==> src/rtl/fvsc_pkg.sv <==
// Shared constants and types for the frustum vertex set cull unit.
package fvsc_pkg;

	localparam int COORD_WIDTH = 16;
	localparam int NUM_PLANES  = 6;
	localparam int FIELD_W     = 16;
	localparam int PLANE_W     = 4 * FIELD_W;
	localparam int OFFSET_SH   = 14;
	localparam int PROD_W      = COORD_WIDTH + FIELD_W;
	localparam int OFFSET_W    = FIELD_W + OFFSET_SH;
	localparam int SUM_W       = ((PROD_W > OFFSET_W) ? PROD_W : OFFSET_W) + 2;
	localparam int IDX_W       = $clog2(NUM_PLANES);
	localparam int ADDR_W      = IDX_W + 3;
	localparam int DATA_W      = PLANE_W;

	typedef logic [PLANE_W-1:0] plane_t;
	typedef plane_t [NUM_PLANES-1:0] plane_set_t;

	// Vertex request as it travels along the row of plane cells
	typedef struct packed {
		logic                          last;
		logic                          culled;
		logic signed [COORD_WIDTH-1:0] x;
		logic signed [COORD_WIDTH-1:0] y;
		logic signed [COORD_WIDTH-1:0] z;
	} tok_t;

endpackage

==> src/rtl/fvsc_cell.sv <==
// One plane cell: two-stage signed distance test and the plane's all-outside flag.
module fvsc_cell import fvsc_pkg::*; (
	input  logic   clk,
	input  logic   arst_n,
	input  plane_t plane,
	input  logic   in_valid,
	input  tok_t   in_tok,
	output logic   in_ready,
	output logic   out_valid,
	output tok_t   out_tok,
	input  logic   out_ready
);

	logic signed [FIELD_W-1:0] nx, ny, nz, d;
	logic signed [PROD_W-1:0]  px_s1, py_s1, pz_s1;
	tok_t                      tok_s1, tok_s2;
	tok_t                      tok_fold;
	logic                      v_s1, v_s2;
	logic                      flag_q;
	logic                      ready_s1, ready_s2;
	logic signed [SUM_W-1:0]   dist_sum;
	logic                      flag_now;

	assign nx = plane[FIELD_W-1:0];
	assign ny = plane[2*FIELD_W-1:FIELD_W];
	assign nz = plane[3*FIELD_W-1:2*FIELD_W];
	assign d  = plane[4*FIELD_W-1:3*FIELD_W];

	// Let each stage move when it is empty or its contents move on
	assign ready_s2 = !v_s2 || out_ready;
	assign ready_s1 = !v_s1 || ready_s2;
	assign in_ready = ready_s1;

	// Stage one: form the three products
	always_ff @(posedge clk or negedge arst_n) begin
		if (!arst_n) begin
			v_s1 <= 1'b0;
		end else if (ready_s1) begin
			v_s1 <= in_valid;
		end
	end

	always_ff @(posedge clk) begin
		if (ready_s1 && in_valid) begin
			tok_s1 <= in_tok;
			px_s1  <= in_tok.x * nx;
			py_s1  <= in_tok.y * ny;
			pz_s1  <= in_tok.z * nz;
		end
	end

	// Sum the products and the scaled offset; negative means outside
	assign dist_sum = SUM_W'(px_s1) + SUM_W'(py_s1) + SUM_W'(pz_s1)
		+ (SUM_W'(d) <<< OFFSET_SH);
	assign flag_now = flag_q & dist_sum[SUM_W-1];

	// Stage two: fold the test into the flag, rearm it on the last vertex
	always_ff @(posedge clk or negedge arst_n) begin
		if (!arst_n) begin
			v_s2   <= 1'b0;
			flag_q <= 1'b1;
		end else if (ready_s2) begin
			v_s2 <= v_s1;
			if (v_s1) begin
				flag_q <= tok_s1.last ? 1'b1 : flag_now;
			end
		end
	end

	// Mark the request culled when this plane rejects the whole set
	always_comb begin
		tok_fold        = tok_s1;
		tok_fold.culled = tok_s1.culled | (tok_s1.last & flag_now);
	end

	always_ff @(posedge clk) begin
		if (ready_s2 && v_s1) begin
			tok_s2 <= tok_fold;
		end
	end

	assign out_valid = v_s2;
	assign out_tok   = tok_s2;

endmodule

==> config.mk <==
export PLATFORM = sky130hd
export DESIGN_NAME = fvsc_cell
export DESIGN_NICKNAME = d
export VERILOG_FILES = /design/src/rtl/fvsc_pkg.sv /design/src/rtl/fvsc_cell.sv
export SDC_FILE = /design/constraint.sdc
export NUM_CORES = 2
export LEC_CHECK = 0
export BUFFER_PORTS_ARGS = -buffer_cell sky130_fd_sc_hd__buf_2
export CAP_MARGIN = 25
export CORE_UTILIZATION = 65
export CTS_CLUSTER_SIZE = 16
export DETAILED_ROUTE_END_ITERATION = 10
export GPL_TIMING_DRIVEN = 0
export PLACE_DENSITY = 0.84
export SETUP_SLACK_MARGIN = 0.05
export SYNTH_ARGS = -nofsm -noshare
export SYNTH_HDL_FRONTEND = slang
export SYNTH_SLANG_ARGS = --single-unit
==> constraint.sdc <==
create_clock -name clk -period 12.4 [get_ports clk]
set_input_delay 0.62 -clock clk [delete_from_list [all_inputs] [get_ports clk]]
set_output_delay 0.62 -clock clk [all_outputs]
set_load 0.02 [all_outputs]
==> results by group <==
Status
  • Outcome: finished, final reports clean

Setup path
  • R2R Setup Slk: 8.27 ns
  • Delay-heaviest family, CP: adder cells
  • Worst-path maximum fanout: 10
  • Critical Path Source: in_tok[31]
  • Worst path buffer plus inverter count: 6
  • Worst Path Required: 12.64 ns
  • CP Cell Sequence: buf_2 -> clkbuf_1 -> nand2_1 -> inv_1 -> fa_1 -> fa_1 -> fa_1 -> fa_1 -> fa_1 -> inv_1 -> fa_1 -> inv_1 -> ha_1 -> clkbuf_1 -> o21a_1 -> o21a_1 -> o22ai_1 -> o21ai_0 -> o211ai_1 -> a221oi_1 -> nor4_1 -> a211o_1
  • R2R depth: 11
  • CP Launch Type: input pin
  • Largest stage delay, worst path: 0.95 ns
  • WS Path Type: in2reg
  • Reg-to-Reg End: out_tok[48]$_DFFE_PP_
  • Nature of the critical path endpoint: flop
  • Most frequent CP cell: fa_1
  • Worst Path Arrival: 7.37 ns
  • Critical Path Slowest Stage Cell: fa_1
  • Worst setup endpoint: py_s1[30]$_DFFE_PP_
  • Critical path depth: 22
  • Worst flop-to-flop path startpoint: px_s1[14]$_DFFE_PP_

Detailed routing
  • Vias/cell: 5.64
  • Post-DRT Antenna Nets: 0
  • Final WL: 87.1 mm
  • DRT iter0 DRCs: 2,183
  • Met2 Wirelength: 42.2 mm
  • Max Used Layer: met5
  • Drt drc: 0
  • Via count: 25.7k
  • Wire length on met3: 7.31 mm
  • TritonRoute pass-1 iters: 7
  • Routed wire length per instance: 19.2 um
  • M1 WL: 33.7 mm

Floorplanning
  • Initial Util: 66.0%
  • Core footprint: 56,500 um^2
  • Chip Height: 242 um
  • Die ar.: 58,300 um^2
  • Num ports: 170
  • Site Rows: 87
  • Die W: 242 um

Timing
  • Tightest Pin Transition: 0.933 ns
  • Fin crit period: 7.13 ns
  • Crit share post-route: 57.5%
  • Final Slew Violations: 0
  • Final Skew: 0.0186 ns
  • Final setup vio count: 0
  • Slew HR: 37.8%
  • Final setup TNS: 0 ns
  • RSZ-0062 raised after global routing: no
  • Final hold vios: 0
  • Top achievable clock speed: 140 MHz

Global route
  • GRT Overall Usage: 32.0%
  • Largest net degree at the start of global routing: 62
  • Global-route wire length before repair: 144 mm
  • Gr ovfl total: 0
  • Initial antenna violation count: 3
  • Vias in the first global route: 28.0k

CTS
  • Clock Sinks: 199
  • Clock Pin Slew Worst Setup and Hold Paths: 0.08 ns
  • H-tree levels: 4
  • Clock buffer depth: 2
  • TritonCTS clock tree: done
  • Clock buffer count from CTS: 17
  • Clock root buffer: clkbuf_16
  • Worst skew pair latency: 0.52 ns

Logic synthesis
  • Yosys warns: 0
  • Yosys top cell area share: 44.9%
  • Most common cell in the netlist: inv_1
  • Synth async-reset ratio: 1.51%
  • Top_reg_cell synth: edfxtp_1
  • Synth Net Count: 4,832
  • EDFF count, synth: 196
  • Synthesized area per cell: 10.4 um^2
  • Area leader, netlist: fa_1
  • Post-synthesis instance area: 37,300 um^2
  • Most frequent cells after synthesis: inv_1, fa_1, nand2_1
  • Seq/Total Area, Yosys: 16.0%
  • Mapped Cells: 3,589
  • Top post-synthesis cells by area: fa_1, edfxtp_1, ha_1
  • Synth cell types: 67
  • Register bit total from synthesis: 199

Finish
  • Fin nets: 5,024
  • Fraction of layout cells with a size suffix above 1: 5.90%
  • Diodes inserted: 0
  • Final cell count without fillers: 4,550
  • Synthesis-to-finish area growth: 6.67%

Placed design
  • Dpl hpwl: 73.4 mm
  • PortBufs: 169
  • Final GP Congestion: 0.968
  • Placed Cells: 4,517

Min path
  • Worst min path class: in2reg

Job
  • MaxCap Viol Count: 0
==> worst min-delay path by stage <==
stage / start / to / slack, ns / depth (start not counted)
after floorplan: arst_n / out_valid$_DFFE_PN0P_ / 0.32 / 0
after global placement: tok_fold[17]$_DFFE_PP_ / out_tok[17]$_DFFE_PP_ / 0.40 / 0
after detailed placement: tok_fold[31]$_DFFE_PP_ / out_tok[31]$_DFFE_PP_ / 0.40 / 0
after CTS: in_tok[48] / tok_s1[48]$_DFFE_PP_ / 0.27 / 1
after global routing: in_tok[49] / tok_fold[49]$_DFFE_PP_ / 0.28 / 1
final: in_tok[48] / tok_s1[48]$_DFFE_PP_ / 0.29 / 1
==> what timing repair did <==
action,in CTS,in global routing
setup buffers,0,0
hold endpoints to repair,2,0
hold buffers,1,0
resized for setup,0,0
==> cells in the final DEF, fill, tap and decap left out, types with 6 or more instances in the layout <==
cell type,instances
a21oi_1,70
nand2_1,387
nor2_1,78
and2_1,378
buf_2,170
fa_1,836
nand3_1,18
clkbuf_16,17
nand2b_1,17
o21a_1,16
a211oi_1,13
xnor2_1,85
and3_1,10
o21bai_1,14
clkbuf_1,99
nor3_1,15
o21ai_1,6
o211ai_1,9
edfxtp_1,196
xor2_1,25
nand4_1,10
o21ai_0,28
ha_1,289
nor2b_1,9
or3_1,6
inv_1,870
a21o_1,30
==> metrics by stage <==
step                utilization, %  hold WS [ns]  setup WS [ns]  instance area [um^2]
global placement              69.2         0.400           4.85                 39100
floorplan                        -         0.324           5.94                 37300
detailed placement            69.3         0.405           4.78                 39200
CTS                           70.4         0.265           5.29                 39800
global route                  70.4         0.284           4.94                 39800
finish                        70.4         0.292           5.27                 39800
==> cell families after synthesis <==
kind of cell / synth area share [%]
flops: 16.0
simple gates: 12.6
xor+xnor: 2.58
mux: 0.0570
fa+ha+maj: 54.6
compound gates: 4.44
buf+inv: 9.80
==> final cells by class <==
cell class,count,area [um^2]
timing repair buffer,173,931
clock inverter,14,179
clock buffer,18,429
tap,756,946
inverter,870,3270
buffer,102,392
multi-input combinational,2418,27700
sequential,199,5960
fill,4016,16700
==> sequential cells by signal (all words and copies together), names as in the netlist <==
register   flops
pz_s1         32
v_s1           1
flag_q         1
tok_fold      49
py_s1         32
out_tok       50
out_valid      1
px_s1         32
tok_s1         1
==> per-layer routing <==
| layer | GRT usage (%) | up-vias |
|---|---|---|
| met5 | 0 | - |
| met4 | 15.1 | 4 |
| met3 | 5.89 | 269 |
| met2 | 51.8 | 1110 |
| met1 | 42.0 | 13126 |
| li1 | - | 11154 |
Power is not shown: default switching activity piles up to over one toggle a cycle in this logic, so the estimate is an artifact.
