### src/rtl/fvsc_pkg.sv
// Shared constants and types for the frustum vertex set cull unit.
package fvsc_pkg;

	localparam int COORD_WIDTH = 16;
	localparam int NUM_PLANES  = 6;
	localparam int FIELD_W     = 16;
	localparam int PLANE_W     = 4 * FIELD_W;
	localparam int OFFSET_SH   = 14;
	localparam int PROD_W      = COORD_WIDTH + FIELD_W;
	localparam int OFFSET_W    = FIELD_W + OFFSET_SH;
	localparam int SUM_W       = ((PROD_W > OFFSET_W) ? PROD_W : OFFSET_W) + 2;
	localparam int IDX_W       = $clog2(NUM_PLANES);
	localparam int ADDR_W      = IDX_W + 3;
	localparam int DATA_W      = PLANE_W;

	typedef logic [PLANE_W-1:0] plane_t;
	typedef plane_t [NUM_PLANES-1:0] plane_set_t;

	// Vertex request as it travels along the row of plane cells
	typedef struct packed {
		logic                          last;
		logic                          culled;
		logic signed [COORD_WIDTH-1:0] x;
		logic signed [COORD_WIDTH-1:0] y;
		logic signed [COORD_WIDTH-1:0] z;
	} tok_t;

endpackage

### src/rtl/fvsc_regs.sv
// APB register file holding the six packed frustum planes.
module fvsc_regs import fvsc_pkg::*; (
	input  logic              clk,
	input  logic              arst_n,
	input  logic              psel,
	input  logic              penable,
	input  logic              pwrite,
	input  logic [ADDR_W-1:0] paddr,
	input  logic [DATA_W-1:0] pwdata,
	output logic [DATA_W-1:0] prdata,
	output plane_set_t        planes
);

	plane_set_t      plane_q;
	logic [IDX_W-1:0] idx;
	logic             hit;

	assign idx = paddr[ADDR_W-1:3];
	assign hit = ({1'b0, idx} < (IDX_W+1)'(NUM_PLANES));

	// Write on the access phase; drop writes beyond the plane list
	always_ff @(posedge clk or negedge arst_n) begin
		if (!arst_n) begin
			plane_q <= '0;
		end else if (psel && penable && pwrite && hit) begin
			plane_q[idx] <= pwdata;
		end
	end

	// Return the addressed plane, zero beyond the list
	always_comb begin
		prdata = '0;
		if (hit) begin
			prdata = plane_q[idx];
		end
	end

	assign planes = plane_q;

endmodule

### config.mk
export PLATFORM = sky130hd
export DESIGN_NAME = fvsc_regs
export DESIGN_NICKNAME = d
export VERILOG_FILES = /design/src/rtl/fvsc_pkg.sv /design/src/rtl/fvsc_regs.sv
export SDC_FILE = /design/constraint.sdc
export NUM_CORES = 1
export LEC_CHECK = 0
export BUFFER_PORTS_ARGS = -buffer_cell sky130_fd_sc_hd__clkbuf_2
export CAP_MARGIN = 20
export CELL_PAD_IN_SITES_DETAIL_PLACEMENT = 0
export CELL_PAD_IN_SITES_GLOBAL_PLACEMENT = 1
export CORE_MARGIN = 2
export CORE_UTILIZATION = 30
export DETAILED_ROUTE_END_ITERATION = 8
export PLACE_DENSITY_LB_ADDON = 0.1
export SLEW_MARGIN = 20
export SYNTH_ARGS = -nofsm -noshare
export SYNTH_HDL_FRONTEND = slang
export SYNTH_SLANG_ARGS = --single-unit
### constraint.sdc
create_clock -name clk -period 1.9 [get_ports clk]
set_clock_uncertainty 0.1 [all_clocks]
set_input_delay 0.19 -clock clk [delete_from_list [all_inputs] [get_ports clk]]
set_output_delay 0.19 -clock clk [all_outputs]
set_load 0.1 [all_outputs]
==> results of run 1 <==
[worst register-to-register path, cell delays in order (launching register included)]
cell and delay, ns:
dfrtp_2 0.40, buf_4 0.13, buf_4 0.12, mux2_1 0.28
[routing by layer]
metal / up-vias / routed length, µm / GRT usage
met5: - / 29 / 0
met4: 4 / 1530 / 0.0606
met3: 78 / 4330 / 0.0566
met2: 360 / 31700 / 0.351
met1: 6763 / 27700 / 0.264
li1: 5784 / - / -
[where the power goes]
part / internal, mW / switching (mW) / leakage (nW)
Combinational: 4.41 / 16.9 / 6.93
Sequential: 9.95 / 1.35 / 4.65
Clock: 5.80 / 3.53 / 0.797
Total: 20.2 / 21.7 / 12.4
[layout make-up]
type	count	area, µm²
Clock buffer	77	1470
Clock inverter	9	145
Fill cell	5478	31800
Inverter	23	86.3
Multi-Input combinational cell	697	7950
Sequential cell	384	9870
Tap cell	765	957
Timing Repair Buffer	721	5650
[final timing paths]
check                              end  slack, ns  cells past startpoint
hold / removal             planes[310]       0.06                      2
setup / recovery            prdata[28]      -0.23                      4
max in group asynchronous  planes[297]       0.85                      3
min in group clk           planes[249]       0.16                      4
hold reg to reg            planes[196]       0.41                      1
setup reg to reg             planes[4]       0.76                      3
[timing repair]
action                                  in CTS  in global routing
gates cloned                                 0                  1
pin swaps                                   24                 11
endpoints found under the setup margin      64                 64
gates resized for setup                     21                 12
hold endpoints to repair                   767                  0
setup buffers                               38                 33
hold buffers                                65                  0
[kinds of logic (layout without fill, tap and decap cells)]
family | count (synthesis) | after routing
AO/OA/AOI/OAI | 128 | 128
AND/OR/NAND/NOR | 16 | 17
flip-flops | 384 | 384
buffers and inverters | 104 | 830
multiplexers | 552 | 552
[stage by stage]
step	power (mW)	hold slack [ns]	utilization
5_1_grt	43.3	0.0846	0.451
2_1_floorplan	27.5	-0.206	-
6_report	41.9	0.0576	0.451
3_3_place_gp	32.1	0.0908	0.400
4_1_cts	42.1	0.0679	0.446
3_5_place_dp	32.2	0.0905	0.400
[placed cells by master, fill, tap and decap left out]
cell type	n
clkbuf_2	452
mux2_2	301
dfrtp_2	199
dfrtp_1	183
mux2i_1	137
buf_4	104
mux2_1	98
buf_12	95
dlygate4sd3_1	65
clkbuf_16	49
o22a_1	40
o21ai_4	40
inv_1	23
a221o_2	23
clkbuf_1	14
clkbuf_8	14
o32ai_2	12
o32ai_1	11
mux2_4	8
mux2i_2	7
nor2_8	6
clkinv_2	5
bufinv_16	4
nand2b_4	2
nor2b_4	2
buf_8	2
buf_6	2
dfrtp_4	2
or2_1	1
or2_4	1
nor2b_1	1
a211oi_1	1
a221oi_4	1
nor2_4	1
nand2_2	1
mux2i_4	1
nand4b_4	1
nand4_4	1
buf_2	1
==> key figures, run 1 <==
Finish
  • Share of layout cells above drive strength 1: 0.700
  • # nets final: roughly 2k
  • Antenna cells: 0
  • Area grow syn2layout: 48.3%
  • Final instance area: between 20,000 and 30,000 µm²
  • Fin cells: between 2k and 3k
  • Max FFs per register: approximately 380

GRT
  • GRT Total Usage: 0.209
  • First-pass GRT wire length: 94.7 mm
  • Vias in the first global route: 13.7k
  • Gr ovfl total: 0
  • Antenna violations before repair: 2
  • Largest net degree at the start of global routing: 56

Worst setup path
  • Worst setup path startpoint: planes[28]
  • Max incr delay on CP: 0.42 ns
  • Top delay family on crit path: compound AO/OA/AOI/OAI gates
  • Max FO, Critical Path: 3
  • Worst Path Arrival: 1.84 ns
  • Type of origin of the critical path: register
  • Critical path class: reg2out
  • Critical Path End Type: output pin
  • Ordered cell list for the critical path: mux2i_2, o32ai_2, a221o_2, buf_12
  • RR Startpoint: planes[4]
  • Req. time, crit path: between 1.5 and 2 ns
  • Sum of buffers and inverters on the critical path: 1
  • Slowest CP cell: dfrtp_2

CTS
  • Clk buf depth: 3
  • CTS tree: yes
  • Clock sink count: 384
  • CTS Root Cell: clkbuf_16
  • Clock transition at the registers of the reported paths: approximately 0.06 ns
  • H-tree lvl count: 2
  • Clock Latency Late Sink: 0.56 ns
  • CTS Buf Count: 47

Synth
  • Compound-Gate Fraction of Synth Area: 0.0567
  • Xor/xnor share of the synthesized area: 0
  • Top cells by instance count after synthesis: dfrtp_1, mux2_2, mux2i_1, mux2_1
  • Unique masters post-synth: 24
  • Syn nets: ~1.3k
  • Average cell area after synthesis: between 10 and 15 µm²
  • Adder-cell share of the synthesized area: 0
  • Largest cells by area after synthesis: dfrtp_1, mux2_2, mux2i_1, mux2_1, buf_6
  • YS warnings: 0
  • Dominant synthesized flop cell: dfrtp_1
  • Largest family of logic cells by synthesized area: multiplexers
  • Seq/Total Area, Yosys: 0.546
  • Simple-gate portion of the synthesized area: 0.0122
  • Gate Count Post-Synth: 1,184
  • Area leader, netlist: dfrtp_1
  • Mapped Area: between 15,000 and 20,000 µm²
  • Post-synthesis async set-or-reset flop share: 1.00
  • Top-count cell post-synth: dfrtp_1
  • FF+latch count, synth: between 300 and 400
  • Top-area cell type share of the netlist area: 0.546
  • Multiplexer share of the synthesized area: 0.343
  • Post-synth EDFFs: 0

Routing
  • DRT Pass-1 Iters: 4
  • Drt total wl: roughly 65 mm
  • Drt initial violations: roughly 400
  • ANT nets after route: 0
  • Vias: 13.0k
  • Routed WL per cell: ~24 µm
  • Via density per instance: between 4 and 5
  • # DRC: 0

Timing
  • Fmax: 470 MHz
  • RSZ-0062 raised after global routing: true
  • Worst slew margin: 0.371
  • Crit share post-route: 1.12
  • Final worst slack: -0.228 ns
  • Final Max Tran Viols: 0
  • Final Setup Violations: 33
  • Final min period: 2.13 ns
  • Setup tns final: -4.63 ns
  • Final hold vios: 0
  • Worst slew pin tran: around 0.94 ns

Placement
  • IO buf count: approximately 520
  • Dpl ws: -0.207 ns
  • Placed wire-length estimate: 45.1 mm
  • GPL Wtd Cong: around 0.79
  • Placed insts: 2,453
  • DP Area: 23,100 µm²

Floorplan
  • Row count: between 80 and 90
  • I/O pin cnt: about 520
  • Initial core utilization: 0.304
  • Die Ht: ~250 µm
  • Die width: 246 µm
  • Die area: between 60,000 and 70,000 µm²
  • Core ar.: 57,900 µm²

Power
  • Power Density: ~1600 nW/µm²
  • Leakage: around 12 nW
  • Peak supply drop: around 1100 µV

Job
  • Maximum capacitance violations: 0

Outcome
  • Failing checks: negative setup slack
  • Outcome: complete, but fails checks

Worst hold path
  • Worst Hold Class: in2async
Note: power is estimated with default switching activity, not from simulation.
==> run 2, diff against run 1 <==
- CORE_UTILIZATION: 30 -> 35
==> run 2 against run 1 <==
  * The flow still finishes with violations (negative setup slack)
  * Setup slack improved by 0.0065 ns
  * Critical path type unchanged
  * Non-clock buffer count increased by 29
  * First-iteration DRC count increased by 18%
  * Highest routed layer is now met4
  * Largest power group unchanged
==> key figures, run 2 (same netlist as run 1, synthesis figures left out) <==
Finish
  • # nets final: just under 2k
  • Share of layout cells above drive strength 1: 0.698
  • Area grow syn2layout: 48.1%
  • Most common cell after layout, fill and taps aside: clkbuf_2
  • Max FFs per register: roughly 380
  • Most frequent cells in the layout: clkbuf_2, mux2_2, dfrtp_2, dfrtp_1, mux2i_1
  • Fillers: between 4k and 5k
  • Final core utilization: 0.522
  • Antenna cells: 0
  • Final instance area: around 26,000 µm²
  • Fin cells: about 2.6k

CTS
  • Clock transition at the registers of the reported paths: about 0.060 ns
  • CTS Buf Count: 46
  • Clk buf depth: 3
  • CTS Root Cell: clkbuf_16
  • H-tree lvl count: 2
  • CTS tree: yes
  • Clock Latency Late Sink: between 0.5 and 0.6 ns
  • Clock sink count: approximately 380

Timing
  • Min Hold Slack: approximately 0.023 ns
  • Setup tns final: -4.48 ns
  • RSZ-0062 raised after global routing: true
  • Final Max Tran Viols: 0
  • Final hold vios: 0
  • Final min period: 2.12 ns
  • Fmax: 471 MHz
  • Worst slew margin: 0.388
  • Worst slew pin tran: between 0.9 and 1 ns
  • Crit share post-route: 1.12
  • Final worst slack: -0.222 ns
  • Final Setup Violations: 24

Worst setup path
  • Sum of buffers and inverters on the critical path: 1
  • Req. time, crit path: roughly 1.6 ns
  • Max incr delay on CP: between 0.4 and 0.5 ns
  • Max FO, Critical Path: 3
  • Ordered cell list for the critical path: mux2_4, a221o_2, buf_12
  • Slowest CP cell: dfrtp_2
  • Critical path class: reg2out
  • Top delay family on crit path: flip-flops
  • Type of origin of the critical path: register
  • Worst Path Arrival: 1.83 ns
  • Critical Path End Type: output pin

GRT
  • First-pass GRT wire length: between 90 and 100 mm
  • Vias in the first global route: between 10k and 15k
  • GRT Total Usage: 0.238
  • Largest net degree at the start of global routing: just under 70
  • Antenna violations before repair: 0
  • Gr ovfl total: 0

Routing
  • Routed WL per cell: 24.2 µm
  • DRT Pass-1 Iters: 4
  • # DRC: 0
  • Drt total wl: approximately 63 mm
  • Drt initial violations: between 400 and 500
  • Vias: 13.2k
  • ANT nets after route: 0
  • Via density per instance: 5.05

Outcome
  • Failing checks: negative setup slack
  • Outcome: complete, but fails checks

Floorplan
  • Die width: between 200 and 250 µm
  • Die Ht: approximately 230 µm
  • Initial core utilization: 0.353
  • I/O pin cnt: approximately 520
  • Row count: 82
  • Core ar.: roughly 50,000 µm²
  • Die area: 52,100 µm²

Placement
  • Placed insts: between 2k and 2.5k
  • Dpl ws: -0.191 ns
  • IO buf count: 519
  • DP Area: approximately 23,000 µm²
  • Placed wire-length estimate: 44.2 mm
  • GPL Wtd Cong: just over 0.8

Power
  • Leakage: 12.5 nW
  • Pwr Total: 41.6 mW
  • Peak supply drop: approximately 970 µV
  • Power Density: 1590 nW/µm²

Worst hold path
  • Worst Hold Class: in2async

Job
  • Maximum capacitance violations: 0
[run 2: path summary, 6_finish.rpt]
path	from	endpoint	slack, ns	cells past startpoint
min reg2reg	planes[39]	planes[39]	0.41	1
min	arst_n	planes[191]	0.02	2
min in group clk	penable	planes[379]	0.30	5
max in group asynchronous	arst_n	planes[311]	0.84	3
max reg2reg	planes[348]	planes[348]	0.86	2
max	planes[283]	prdata[27]	-0.22	3
[run 2: per-layer routing]
layer	up-vias	wire [µm]	GRT usage
li1	5842	-	-
met1	6854	27100	0.309
met2	383	30200	0.388
met3	94	4220	0.0652
met4	0	1760	0.0715
met5	-	0	0
[run 2: area by class of cell]
class | count | area (µm²) | share of cell area
inverters | 23 | 86.3 | 0.00331
repair buffers | 750 | 5880 | 0.225
clock inverters | 11 | 114 | 0.00437
clock buffers | 74 | 1420 | 0.0543
well taps | 672 | 841 | 0.0322
multi-input cells | 696 | 7880 | 0.302
flip-flops and latches | 384 | 9870 | 0.378
[run 2: what timing repair did]
item | 4_1_cts | 5_1_grt
hold buffers | 66 | 0
buffers inserted | 34 | 55
hold endpoints to repair | 718 | 0
pin swaps | 24 | 27
setup endpoints to repair | 60 | 64
gates resized for setup | 20 | 10
[run 2: power breakdown]
part,switching (mW),internal (mW),total (mW)
clock,3.54,5.36,8.90
combinational,16.9,4.51,21.4
sequential,1.30,9.95,11.3
total,21.8,19.8,41.6
